--- config.mk ---
export PLATFORM = sky130hd
export DESIGN_NAME = srecord_line_loader_top
export DESIGN_NICKNAME = d
export VERILOG_FILES = /design/src/rtl/srl_pkg.sv /design/src/rtl/srl_datapath.sv /design/src/rtl/srl_ctrl.sv /design/src/rtl/srecord_line_loader_top.sv
export SDC_FILE = /design/constraint.sdc
export NUM_CORES = 1
export LEC_CHECK = 0
export BUFFER_PORTS_ARGS = -buffer_cell sky130_fd_sc_hd__clkbuf_2
export CORE_MARGIN = 5
export CORE_UTILIZATION = 50
export CTS_BUF_LIST = sky130_fd_sc_hd__clkbuf_2 sky130_fd_sc_hd__clkbuf_4 sky130_fd_sc_hd__clkbuf_8
export CTS_CLUSTER_SIZE = 40
export DETAILED_ROUTE_END_ITERATION = 16
export PLACE_DENSITY = 0.66
export SLEW_MARGIN = 40
export SYNTH_ARGS = -nofsm -noshare
export SYNTH_HDL_FRONTEND = slang
export SYNTH_SLANG_ARGS = --single-unit
--- constraint.sdc ---
create_clock -name clk -period 8.8 [get_ports clk]
set_input_delay 1.76 -clock clk [delete_from_list [all_inputs] [get_ports clk]]
set_output_delay 1.76 -clock clk [all_outputs]
set_load 0.005 [all_outputs]
--- src/rtl/srl_pkg.sv ---
// ----------------------------------------------------------------------------
// srl_pkg : shared definitions for the S-record line loader
// Parameter defaults, character codes, result kinds, controller states and
// the command/status bundles between controller and datapath.
// ----------------------------------------------------------------------------
`timescale 1ns / 1ps
`default_nettype none

package srl_pkg;

    // Parameter defaults
    localparam int LINE_LIMIT_DEF   = 59;
    localparam int BUFFER_BYTES_DEF = 32;

    // Most data writes one line may produce
    localparam int MAX_WRITES = 24;
    localparam int WR_W       = 5;
    // Width used for line length and byte-count arithmetic
    localparam int CALC_W     = 9;

    // Character codes
    localparam logic [7:0] CHAR_S    = 8'h53;
    localparam logic [7:0] CHAR_CR   = 8'h0D;
    localparam logic [7:0] CHAR_LF   = 8'h0A;
    localparam logic [7:0] CHAR_0    = 8'h30;
    localparam logic [7:0] CHAR_LA   = 8'h61;
    localparam logic [7:0] CHAR_LZ   = 8'h7A;
    localparam logic [7:0] CASE_OFS  = 8'h20;
    localparam logic [7:0] ALPHA_OFS = 8'h07;
    localparam logic [7:0] SUM_OK    = 8'hFF;

    // Record type digits
    localparam logic [7:0] REC_S1 = 8'd1;
    localparam logic [7:0] REC_S2 = 8'd2;
    localparam logic [7:0] REC_S3 = 8'd3;
    localparam logic [7:0] REC_S7 = 8'd7;
    localparam logic [7:0] REC_S8 = 8'd8;
    localparam logic [7:0] REC_S9 = 8'd9;

    typedef enum logic [1:0] {
        KIND_WRITE = 2'd0,
        KIND_ACK   = 2'd1,
        KIND_ERROR = 2'd2
    } kind_t;

    typedef enum logic [2:0] {
        ST_IDLE,
        ST_RECV,
        ST_PREP,
        ST_WRITE,
        ST_LAST
    } state_t;

    typedef struct packed {
        logic clear_line;
        logic take_char;
        logic prep;
        logic load_write;
        logic load_final;
        logic len_err;
    } srl_cmd_t;

    typedef struct packed {
        logic is_start;
        logic is_eol;
        logic over_limit;
        logic line_bad;
        logic data_rec;
        logic writes_done;
    } srl_status_t;

endpackage

`default_nettype wire

--- src/rtl/srl_datapath.sv ---
// ----------------------------------------------------------------------------
// srl_datapath : line buffer and result formation
// Decodes hex pairs, keeps the running byte sum, count byte and address,
// stores the decoded bytes in the line buffer and forms the result word.
// ----------------------------------------------------------------------------
`timescale 1ns / 1ps
`default_nettype none

module srl_datapath #(
    parameter int LINE_LIMIT   = srl_pkg::LINE_LIMIT_DEF,
    parameter int BUFFER_BYTES = srl_pkg::BUFFER_BYTES_DEF
) (
    input  wire logic               clk,
    input  wire logic               rst_n,
    input  wire logic [7:0]         rx_char,
    input  wire srl_pkg::srl_cmd_t  cmd,
    output srl_pkg::srl_status_t    status,
    output logic [1:0]              kind,
    output logic [31:0]             target_address,
    output logic [7:0]              write_byte,
    output logic                    start_valid,
    output logic                    last_of_line
);

    localparam int CW = $clog2(LINE_LIMIT + 1);
    localparam int AW = $clog2(BUFFER_BYTES);
    localparam int W  = srl_pkg::CALC_W;

    // Hex digit value, lower case folded to upper, 8-bit wrap
    function automatic logic [7:0] hex_value(input logic [7:0] c);
        logic [7:0] u;
        logic [7:0] v;
        u = (c >= srl_pkg::CHAR_LA && c <= srl_pkg::CHAR_LZ) ? c - srl_pkg::CASE_OFS : c;
        v = u - srl_pkg::CHAR_0;
        if (v > 8'd9)
            v = v - srl_pkg::ALPHA_OFS;
        return v;
    endfunction

    // Address bytes by record type
    function automatic logic [2:0] addr_bytes(input logic [7:0] rk);
        logic [2:0] ab;
        if (rk == srl_pkg::REC_S2 || rk == srl_pkg::REC_S8)
            ab = 3'd3;
        else if (rk == srl_pkg::REC_S3 || rk == srl_pkg::REC_S7)
            ab = 3'd4;
        else
            ab = 3'd2;
        return ab;
    endfunction

    logic [CW-1:0]              count_reg;
    logic [7:0]                 rec_kind_reg;
    logic [7:0]                 high_reg;
    logic [7:0]                 sum_reg;
    logic [7:0]                 cnt_byte_reg;
    logic [31:0]                addr_reg;
    logic                       fail_reg;
    logic                       start_reg;
    logic [srl_pkg::WR_W-1:0]   n_reg;
    logic [srl_pkg::WR_W-1:0]   emit_reg;
    logic [7:0]                 rd_data_reg;
    logic [7:0]                 line_mem [BUFFER_BYTES];

    logic [1:0]                 kind_reg;
    logic [31:0]                taddr_reg;
    logic [7:0]                 wbyte_reg;
    logic                       sv_reg;
    logic                       last_reg;

    logic [CW-1:0]              count_inc;
    logic [CW-1:0]              pos;
    logic [W-1:0]               idx_w;
    logic [7:0]                 byte_val;
    logic                       pair_done;
    logic                       mem_we;
    logic [2:0]                 ab;
    logic [W-1:0]               ab_w;
    logic [W-1:0]               nbytes;
    logic [W-1:0]               present;
    logic [W-1:0]               declared;
    logic [W-1:0]               cb_w;
    logic [W-1:0]               n_now;
    logic                       data_rec;
    logic                       start_rec;
    logic                       line_bad;
    logic [srl_pkg::WR_W-1:0]   emit_inc;
    logic [W-1:0]               rd_idx_w;
    logic                       rd_en;

    // Character decode
    assign count_inc = count_reg + CW'(1);
    assign pos       = count_inc - CW'(2);
    assign idx_w     = W'(pos >> 1);
    assign byte_val  = {high_reg[3:0], 4'b0000} | hex_value(rx_char);
    assign pair_done = cmd.take_char && !status.over_limit
                       && (count_inc >= CW'(2)) && pos[0];
    assign mem_we    = pair_done && (idx_w < W'(BUFFER_BYTES));

    // Line checks, evaluated at line end
    assign ab        = addr_bytes(rec_kind_reg);
    assign ab_w      = W'(ab);
    assign nbytes    = (W'(count_reg) - W'(1)) >> 1;
    assign cb_w      = W'(cnt_byte_reg);
    assign present   = nbytes - ab_w - W'(2);
    assign declared  = (cb_w > ab_w + W'(1)) ? cb_w - ab_w - W'(1) : '0;
    assign n_now     = (declared < present) ? declared : present;
    assign data_rec  = rec_kind_reg >= srl_pkg::REC_S1 && rec_kind_reg <= srl_pkg::REC_S3;
    assign start_rec = rec_kind_reg >= srl_pkg::REC_S7 && rec_kind_reg <= srl_pkg::REC_S9;
    assign line_bad  = !count_reg[0]
                       || (nbytes > W'(BUFFER_BYTES))
                       || (sum_reg != srl_pkg::SUM_OK)
                       || (nbytes < ab_w + W'(2))
                       || (data_rec && n_now > W'(srl_pkg::MAX_WRITES));

    // Buffer read sequencing: first data byte at line end, next one per write
    assign emit_inc  = emit_reg + srl_pkg::WR_W'(1);
    assign rd_idx_w  = cmd.prep ? ab_w + W'(1) : ab_w + W'(1) + W'(emit_inc);
    assign rd_en     = (cmd.prep || (cmd.load_write && emit_inc < n_reg))
                       && (rd_idx_w < W'(BUFFER_BYTES));

    // Status to controller
    assign status.is_start    = rx_char == srl_pkg::CHAR_S;
    assign status.is_eol      = rx_char == srl_pkg::CHAR_CR || rx_char == srl_pkg::CHAR_LF;
    assign status.over_limit  = count_inc >= CW'(LINE_LIMIT);
    assign status.line_bad    = line_bad;
    assign status.data_rec    = data_rec;
    assign status.writes_done = emit_reg == n_reg;

    // Line state
    always_ff @(posedge clk or negedge rst_n)
    begin
        if (!rst_n)
        begin
            count_reg    <= '0;
            rec_kind_reg <= '0;
            high_reg     <= '0;
            sum_reg      <= '0;
            cnt_byte_reg <= '0;
            addr_reg     <= '0;
            fail_reg     <= 1'b0;
            start_reg    <= 1'b0;
            n_reg        <= '0;
            emit_reg     <= '0;
        end
        else
        begin
            if (cmd.clear_line)
            begin
                count_reg    <= '0;
                rec_kind_reg <= '0;
                high_reg     <= '0;
                sum_reg      <= '0;
                addr_reg     <= '0;
            end
            else if (cmd.take_char)
            begin
                count_reg <= count_inc;
                if (!status.over_limit)
                begin
                    if (count_inc == CW'(1))
                        rec_kind_reg <= rx_char - srl_pkg::CHAR_0;
                    else if (!pos[0])
                        high_reg <= hex_value(rx_char);
                    else
                        sum_reg <= sum_reg + byte_val;
                end
            end
            // count byte and address bytes are held aside
            if (pair_done && idx_w == '0)
                cnt_byte_reg <= byte_val;
            if (pair_done && idx_w >= W'(1) && idx_w <= ab_w)
                addr_reg <= {addr_reg[23:0], byte_val};
            // line end outcome
            if (cmd.prep)
            begin
                fail_reg  <= line_bad;
                start_reg <= start_rec;
                n_reg     <= n_now[srl_pkg::WR_W-1:0];
                emit_reg  <= '0;
            end
            else if (cmd.len_err)
            begin
                fail_reg  <= 1'b1;
                start_reg <= 1'b0;
            end
            if (cmd.load_write)
                emit_reg <= emit_inc;
        end
    end

    // Line buffer
    always_ff @(posedge clk)
    begin
        if (mem_we)
            line_mem[idx_w[AW-1:0]] <= byte_val;
        if (rd_en)
            rd_data_reg <= line_mem[rd_idx_w[AW-1:0]];
    end

    // Result word
    always_ff @(posedge clk)
    begin
        if (cmd.load_write)
        begin
            kind_reg  <= srl_pkg::KIND_WRITE;
            taddr_reg <= addr_reg + 32'(emit_reg);
            wbyte_reg <= rd_data_reg;
            sv_reg    <= 1'b0;
            last_reg  <= 1'b0;
        end
        else if (cmd.load_final)
        begin
            kind_reg  <= fail_reg ? srl_pkg::KIND_ERROR : srl_pkg::KIND_ACK;
            taddr_reg <= (!fail_reg && start_reg) ? addr_reg : '0;
            wbyte_reg <= '0;
            sv_reg    <= !fail_reg && start_reg;
            last_reg  <= 1'b1;
        end
    end

    assign kind           = kind_reg;
    assign target_address = taddr_reg;
    assign write_byte     = wbyte_reg;
    assign start_valid    = sv_reg;
    assign last_of_line   = last_reg;

endmodule

`default_nettype wire

--- src/rtl/srl_ctrl.sv ---
// ----------------------------------------------------------------------------
// srl_ctrl : line loader sequencer
// Tracks the line phase, steps the write burst after a line end and owns
// the output word valid flag.
// ----------------------------------------------------------------------------
`timescale 1ns / 1ps
`default_nettype none

module srl_ctrl (
    input  wire logic                  clk,
    input  wire logic                  rst_n,
    input  wire logic                  in_valid,
    output logic                       in_ready,
    output logic                       out_valid,
    input  wire logic                  out_ready,
    input  wire srl_pkg::srl_status_t  status,
    output srl_pkg::srl_cmd_t          cmd
);

    srl_pkg::state_t state_reg;
    srl_pkg::state_t state_next;
    logic            out_valid_reg;
    logic            out_valid_next;
    logic            slot_free;
    logic            in_take;

    assign slot_free = !out_valid_reg || out_ready;
    assign in_ready  = state_reg == srl_pkg::ST_IDLE || state_reg == srl_pkg::ST_RECV;
    assign in_take   = in_valid && in_ready;
    assign out_valid = out_valid_reg;

    // Next state
    always_comb
    begin
        state_next = state_reg;
        unique case (state_reg)
            srl_pkg::ST_IDLE:
                if (in_take && status.is_start)
                    state_next = srl_pkg::ST_RECV;
            srl_pkg::ST_RECV:
                if (in_take)
                begin
                    if (status.is_eol)
                        state_next = srl_pkg::ST_PREP;
                    else if (status.over_limit)
                        state_next = srl_pkg::ST_LAST;
                end
            srl_pkg::ST_PREP:
                state_next = (status.line_bad || !status.data_rec)
                             ? srl_pkg::ST_LAST : srl_pkg::ST_WRITE;
            srl_pkg::ST_WRITE:
                if (status.writes_done)
                    state_next = srl_pkg::ST_LAST;
            srl_pkg::ST_LAST:
                if (slot_free)
                    state_next = srl_pkg::ST_IDLE;
            default:
                state_next = srl_pkg::ST_IDLE;
        endcase
    end

    // Commands
    always_comb
    begin
        cmd = '0;
        unique case (state_reg)
            srl_pkg::ST_IDLE:
                cmd.clear_line = in_take && status.is_start;
            srl_pkg::ST_RECV:
            begin
                cmd.take_char = in_take && !status.is_eol;
                cmd.len_err   = in_take && !status.is_eol && status.over_limit;
            end
            srl_pkg::ST_PREP:
                cmd.prep = 1'b1;
            srl_pkg::ST_WRITE:
                cmd.load_write = !status.writes_done && slot_free;
            srl_pkg::ST_LAST:
                cmd.load_final = slot_free;
            default:
                cmd = '0;
        endcase
    end

    // Output word valid
    always_comb
    begin
        if (cmd.load_write || cmd.load_final)
            out_valid_next = 1'b1;
        else if (out_ready)
            out_valid_next = 1'b0;
        else
            out_valid_next = out_valid_reg;
    end

    always_ff @(posedge clk or negedge rst_n)
    begin
        if (!rst_n)
        begin
            state_reg     <= srl_pkg::ST_IDLE;
            out_valid_reg <= 1'b0;
        end
        else
        begin
            state_reg     <= state_next;
            out_valid_reg <= out_valid_next;
        end
    end

`ifndef SYNTHESIS
    // a pending word is never overwritten
    a_no_overwrite: assert property (@(posedge clk) disable iff (!rst_n)
        (cmd.load_write || cmd.load_final) |-> (!out_valid_reg || out_ready))
        else $error("srl_ctrl: output word overwritten");

    // no write once the burst count is reached
    a_burst_bound: assert property (@(posedge clk) disable iff (!rst_n)
        cmd.load_write |-> !status.writes_done)
        else $error("srl_ctrl: write beyond burst count");

    // a line end stops input until the line is answered
    a_eol_stall: assert property (@(posedge clk) disable iff (!rst_n)
        (state_reg == srl_pkg::ST_RECV && in_take && status.is_eol) |=> !in_ready)
        else $error("srl_ctrl: input taken after line end");

    // final word of a line is followed by a return to idle
    a_final_idle: assert property (@(posedge clk) disable iff (!rst_n)
        cmd.load_final |=> (state_reg == srl_pkg::ST_IDLE && out_valid_reg))
        else $error("srl_ctrl: line end not closed");
`endif

endmodule

`default_nettype wire

--- src/rtl/srecord_line_loader_top.sv ---
// ----------------------------------------------------------------------------
// srecord_line_loader_top : S-record line loader
// Turns a received character stream into memory byte writes and line acks.
// ----------------------------------------------------------------------------
// One character word is taken per cycle while a line is being received; the
// output register lets a new line start while the last answer is unread.
// At a line end the block stops input for the checks, then for a data
// record through one step per write, a step to see the burst finish and
// the ack, or through the checks and the ack alone for any other record or a
// failed check. A line cut off at the length limit stops input only for the
// step that gives the error. Any stall on the output side lengthens each
// pause. The write burst rate is set by the single read port of the line
// buffer: one byte per cycle while the output side takes every word. No clearing pass follows reset.
`timescale 1ns / 1ps
`default_nettype none

module srecord_line_loader_top #(
    parameter int LINE_LIMIT   = srl_pkg::LINE_LIMIT_DEF,
    parameter int BUFFER_BYTES = srl_pkg::BUFFER_BYTES_DEF
) (
    input  wire logic        clk,
    input  wire logic        rst_n,
    input  wire logic        in_valid,
    output logic             in_ready,
    input  wire logic [7:0]  rx_char,
    output logic             out_valid,
    input  wire logic        out_ready,
    output logic [1:0]       kind,
    output logic [31:0]      target_address,
    output logic [7:0]       write_byte,
    output logic             start_valid,
    output logic             last_of_line
);

    srl_pkg::srl_cmd_t    cmd;
    srl_pkg::srl_status_t status;

    // Sequencer
    srl_ctrl u_ctrl (
        .clk       (clk),
        .rst_n     (rst_n),
        .in_valid  (in_valid),
        .in_ready  (in_ready),
        .out_valid (out_valid),
        .out_ready (out_ready),
        .status    (status),
        .cmd       (cmd)
    );

    // Buffer and result word
    srl_datapath #(
        .LINE_LIMIT   (LINE_LIMIT),
        .BUFFER_BYTES (BUFFER_BYTES)
    ) u_datapath (
        .clk            (clk),
        .rst_n          (rst_n),
        .rx_char        (rx_char),
        .cmd            (cmd),
        .status         (status),
        .kind           (kind),
        .target_address (target_address),
        .write_byte     (write_byte),
        .start_valid    (start_valid),
        .last_of_line   (last_of_line)
    );

endmodule

`default_nettype wire
Word-level counts from Yosys, hierarchy flattened
Memories as Yosys holds them, arrays and structs flattened. A register that Yosys moved wholly into a read port is not among the register bits.
Index checks and enable logic that the tools add are counted.

storage, ports and cells
  register bits after elaboration = 126
  memory bits (writable) = 256
  bits of input ports = 12
  logic and storage cells = 184
  memories kept = 1

cells by class
  $add $sub $neg = 17
  magnitude comparators = 19
  equality and inequality tests = 22
  muxes and demuxes = 55
  bitwise operators = 1
  reduce and logical (&&, ||, !) cells = 52

memory list
  memory               words  width  read ports  clocked after Yosys merged registers in  write ports  line                source
  u_datapath.line_mem  32     8      1           1                                        1            srl_datapath.sv:63  logic [7:0] line_mem [BUFFER_BYTES];

operators by type and width
  operator                                                                       count
  32-bit two-way mux                                                             5
  8-bit two-way mux                                                              13
  32-bit by 5-bit adder with 32-bit output                                       1
  3-bit two-way mux                                                              9
  9-bit two-way mux                                                              3
  8-bit by 4-bit equality test with 1-bit output (second input constant)         3
  8-bit by 6-bit subtractor with 8-bit output (second input constant)            3
  4-bit two-way mux                                                              5
  1-bit logical AND                                                              19
  8-bit by 3-bit subtractor with 9-bit output                                    2
  8-bit by 2-bit equality test with 1-bit output (second input constant)         2
  2-bit nonzero test                                                             8
  3-bit case mux with 5 select lines                                             1
  1-bit two-way mux                                                              14
  1-bit logical OR                                                               12
  6-bit two-way mux                                                              2
  5-bit two-way mux                                                              2
  9-bit by 5-bit adder with 9-bit output                                         1
  8-bit by 9-bit > comparator with 1-bit output                                  1
  9-bit by 5-bit > comparator with 1-bit output (second input constant)          1
  9-bit logical NOT                                                              1
  8-bit by 9-bit less-than comparator with 1-bit output                          1
  9-bit by 6-bit less-than comparator with 1-bit output (second input constant)  1
  9-bit less-than comparator                                                     1
  42 further kinds                                                               55

Depth between registers and ports, before layout
  word-level depth = 15
  mapped depth = 24
  mapped depth without buffers = 24

By module
A second synthesis with hierarchy kept.

unflattened totals
  cell total of the unflattened synthesis = 1604
  area total of the unflattened synthesis = 19119.6 sq um

modules (own cells, without submodules)
  module        instances  cells an instance  area each (sq um)  seq. area each (sq um)
  srl_datapath  1          1568               18789.3            11160.7
  srl_ctrl      1          36                 330.3              100.1

Worst setup path after synthesis
Ideal clock, no wire load.

  path kind = input port to flip-flop
  start point = input rx_char[1]
  end point = register u_datapath.sum_reg[7]
  library setup time = 0.068 ns
  arrival = 6.815 ns
  data required time = 8.732 ns
  setup slack = 1.917 ns
  cell stages on the path = 18
  path through = inv_1 ha_1 or4b_1 a21oi_2 and2b_1 nor3b_1 xnor2_1 ha_1 nand2_1 and2_1 o21ai_0 a21boi_4 a311oi_1 ha_1 a21oi_1 or3_1 a211o_1 nand3_1

on the way
  word-level cells in the longest chain between the ends = 13
  elaborated cells between the ends (all ways) = 30
  those cells by class = 4 x add/sub; 3 x order compare; 5 x eq/ne; 9 x mux; 1 x bitwise; 8 x reduce/logical

ends and longest elaborated chain
  element                                                                                                                                           line                           source
  start: declaration                                                                                                                                srecord_line_loader_top.sv:25  input wire logic [7:0] rx_char,
  8-bit by 7-bit greater-or-equal comparator with 1-bit output / 8-bit by 7-bit less-or-equal comparator with 1-bit output (equally long branches)  srl_datapath.sv:33             u = (c >= srl_pkg::CHAR_LA && c <= srl_pkg::CHAR_LZ) ? c - srl_pkg::CASE_OFS : c;
  1-bit logical AND                                                                                                                                 srl_datapath.sv:33
  8-bit two-way mux *                                                                                                                               srl_datapath.sv:33
  8-bit by 6-bit subtractor with 8-bit output *                                                                                                     srl_datapath.sv:34             v = u - srl_pkg::CHAR_0;
  8-bit by 3-bit subtractor with 8-bit output / 8-bit by 4-bit > comparator with 1-bit output (equally long branches)                               n/a
  8-bit two-way mux *                                                                                                                               n/a
  8-bit OR *                                                                                                                                        srl_datapath.sv:95             assign byte_val = {high_reg[3:0], 4'b0000} | hex_value(rx_char);
  via u_datapath.byte_val[6]                                                                                                                        srl_datapath.sv:74             logic [7:0] byte_val;
  8-bit adder *                                                                                                                                     srl_datapath.sv:166            sum_reg <= sum_reg + byte_val;
  8-bit two-way mux *                                                                                                                               srl_datapath.sv:163            else if (!pos[0])
  8-bit two-way mux *                                                                                                                               srl_datapath.sv:161            if (count_inc == CW'(1))
  8-bit two-way mux *                                                                                                                               srl_datapath.sv:159            if (!status.over_limit)
  8-bit two-way mux *                                                                                                                               srl_datapath.sv:156            else if (cmd.take_char)
  8-bit two-way mux *                                                                                                                               srl_datapath.sv:148            if (cmd.clear_line)
  end signal: assignment                                                                                                                            srl_datapath.sv:166
  end: declaration                                                                                                                                  srl_datapath.sv:55             logic [7:0] sum_reg;

The timed path passes the listed nets; every way through them passes the cells marked *. The select of a mux whose other input is x is not followed.
A chain may end at the register's enable or synchronous reset.

Worst setup path in the final report
Ends and elaborated chain as after synthesis.

==> impl_metrics.ini <==
[setup_path]
cp-start-kind = input port
cp-end-kind = flop
cpPeakStageDelay_ns = 0.58
crit_type = in2reg
worst-path-stages = 23
critPathRequiredTime_ns = 9.32
cp.arrival_ns = 7.27
r2r_cells = 19
critPathTopFamily = compound AO/OA/AOI/OAI gates
r2r_end = u_ctrl.state_reg[1]
path_common_cell = ha_1
critPathSlowestCell = or4_4
crit_chain = clkbuf_2, inv_1, ha_1, or4b_1, a21oi_2, and2b_1, nor3b_1, xnor2_1, ha_1, or4_4, a21boi_4, mux2i_1, inv_1, buf_4, ha_1, a21o_1, a21oi_1, o211ai_1, a21o_1, a21oi_1, o21ai_0, a211o_1, nand3_1
r2r-start = u_datapath.rec_kind_reg[1]
worst-path-buf-inv = 4
r2r_setup_slack_ns = 3.15
crit_fanout = 33

[die]
rows = 70
fp.dieH_um = 203.3
die-area_sq_um = 41330
core_sq_um = 36790
start_util_pct = 50.79
io_pins = 58
fp.dieW_um = 203.3

[logic_synthesis]
ys_async_sr_fraction_pct = 21.03
yosys_warnings = 0
synth_top_area_share_pct = 48.86
netlist-cell-type-count = 74
synth_area_leaders = edfxtp_1, dfrtp_1, nand2_1
synth.most_common_cell = edfxtp_1
ys_seq_elements = 390
synth_top_area_cell = edfxtp_1
synth-edff-count = 304
synth_cells = 1536
yosysSeqAreaShare_pct = 60.28
synth_common_cells = edfxtp_1, nand2_1, nand3_1
synth-main-ff-cell = edfxtp_1
synth_fp_nets = 1621
synth.avg_cell_area_sq_um = 12.16
syn_area_sq_um = 18680

[power_and_ir_drop]
fin_total_pwr_w = 0.005621
p_int_w = 0.003706
pwr-share-seq_pct = 39.1
power_density_nw_per_um2 = 268.3
leakage_nw = 7.762
p_clk_share_pct = 29.1
peakVddDrop_mv = 0.1434
p_sw_share_pct = 34.07
switchingPower_w = 0.001915
share_comb_of_total_power_pct = 31.9

[timing]
slew_headroom_pct = 40.28
holdWs_ns = 0.4521
maxSlewViolCount = 0
fin_worst_skew_ns = 0.02799
setup_viol = 0
maxClockFrequency_mhz = 148.3
rsz0062_at_grt = false
hold_viol = 0
period_share_pct = 76.64
fin_setup_tns_ns = 0
worst_slew_pin_slew_ns = 0.8958
post-route-min-period_ns = 6.744

[drt]
via_per_inst = 5.821
wl_per_cell_um = 19.85
routed_wl_um = 42350
ant_nets = 0
drc = 0
dr.first_iter.drc_count = 888
first_pass_iters = 5
vias = 12420

[layout]
drive_above_1_share_pct = 17.00
final_util_pct = 56.96
diodes = 0
largest_reg_flops = 256
finish.net_count = 1700
final_cells = 2133
area_growth_pct = 12.16

[global_route]
first_global_vias = 11990
grt_overflow = 0
antenna_found_initial = 0
grt_pass1_wl_um = 66640
grt_start_max_net_pins = 69
grt_usage_pct = 20.44

[worst_hold_path]
hp-start = u_datapath.last_of_line
holdPathEnd = u_datapath.last_of_line
hold_class = reg2reg
hold_depth = 2

[clock_tree]
cts_tree = built
insertion_delay_ns = 0.61
cts_buffers = 66
post-cts-setup-buffers = 0
clk_path_buf_depth = 3
htree_levels = 3
holdBufCountCts = 0
cts-root-buf = clkbuf_8
cts_sinks = 390
clk_pin_slew_ns = 0.06
ctsResizeCount = 0

[outcome]
status = completed

[placed_design]
place_inst = 2014
place_hpwl_um = 27490
numPortBuffers = 57
gp_congestion = 0.8970

[run]
cap_violations = 0
-- how the worst max path moves through the flow --
stage                from                     to  slack, ns
3_3_place_gp   rx_char[1]  u_datapath.sum_reg[7]       1.52
2_1_floorplan  rx_char[1]  u_datapath.sum_reg[7]       1.92
3_5_place_dp   rx_char[1]  u_datapath.sum_reg[7]       1.47
4_1_cts        rx_char[1]  u_datapath.sum_reg[7]       2.08
6_report       rx_char[1]  u_datapath.sum_reg[7]       2.06
5_1_grt        rx_char[1]  u_datapath.sum_reg[7]       1.71
-- logic make-up (layout without fill, tap and decap cells) --
family          count (synthesis)  after routing  share of synthesized area, %
other cells                     1              1                       0.02007
compound gates                279            279                         9.973
mux                            64             64                         5.646
simple gates                  559            559                         14.21
flops                         390            390                         60.28
fa+ha+maj                      73             73                         5.090
buf+inv                       128            257                         2.813
xor+xnor                       42             42                         1.969
-- placed cells by master, fill, tap and decap left out, types with 7 or more instances in the layout --
master	count
edfxtp_1	304
nand2_1	230
nand3_1	103
dfrtp_1	82
o21ai_0	80
clkbuf_8	76
ha_1	68
inv_1	59
clkbuf_2	56
nor2_1	54
a21oi_1	42
mux4_2	32
xnor2_1	26
and2_1	25
mux2i_1	25
nor2_2	25
clkbuf_4	25
a211oi_1	22
o31ai_1	21
a22oi_1	19
buf_4	18
a21o_1	17
and3_1	16
a311oi_1	16
xor2_1	15
nor2b_1	15
nor3_1	13
nand4_1	13
o211ai_1	13
or4_1	11
nand2b_1	9
clkinv_1	8
nor4_1	7
-- layout make-up --
cell class,count,area (sq um)
clock buffers,101,1234
clock inverters,17,118.9
fillers,2988,15830
inverters,61,229.0
multi-input cells,1018,7071
flip-flops and latches,390,11260
well taps,468,585.6
repair buffers,78,454.2
-- worst reg2reg max path, delay by kind of cell, from the launching register on --
kind                       cells  cell delay (ns)
adders and majority gates      2             0.59
buffers and inverters          1             0.14
DFF                            1             0.43
and+or+nand+nor                5             1.53
AOI/OAI and AO/OA             11             2.89
-- per-stage QoR --
| stage | area, sq um | setup slack, ns |
|---|---|---|
| final | 20950 | 2.056 |
| after global routing | 20950 | 1.705 |
| after CTS | 20900 | 2.083 |
| after detailed placement | 19550 | 1.467 |
| after global placement | 19480 | 1.519 |
| after floorplan | 18680 | 1.917 |
-- per-layer routing --
metal	up-vias	routed length [um]	GRT usage [%]
li1	5888	-	-
met1	6112	19360	29.39
met2	356	19740	32.22
met3	61	2463	3.753
met4	0	781	5.999
met5	-	0	0
-- power groups by stage --
stage / Sequential [W] / Combinational (W) / Clock [W]
4_1_cts: 0.00219 / 0.00178 / 0.00167
5_1_grt: 0.00220 / 0.00198 / 0.00176
3_3_place_gp: 0.00223 / 0.00171 / 0
2_1_floorplan: 0.00221 / 0.00129 / 0
6_report: 0.00220 / 0.00179 / 0.00164
3_5_place_dp: 0.00223 / 0.00177 / 0
Power figures use the tool's default switching activity.
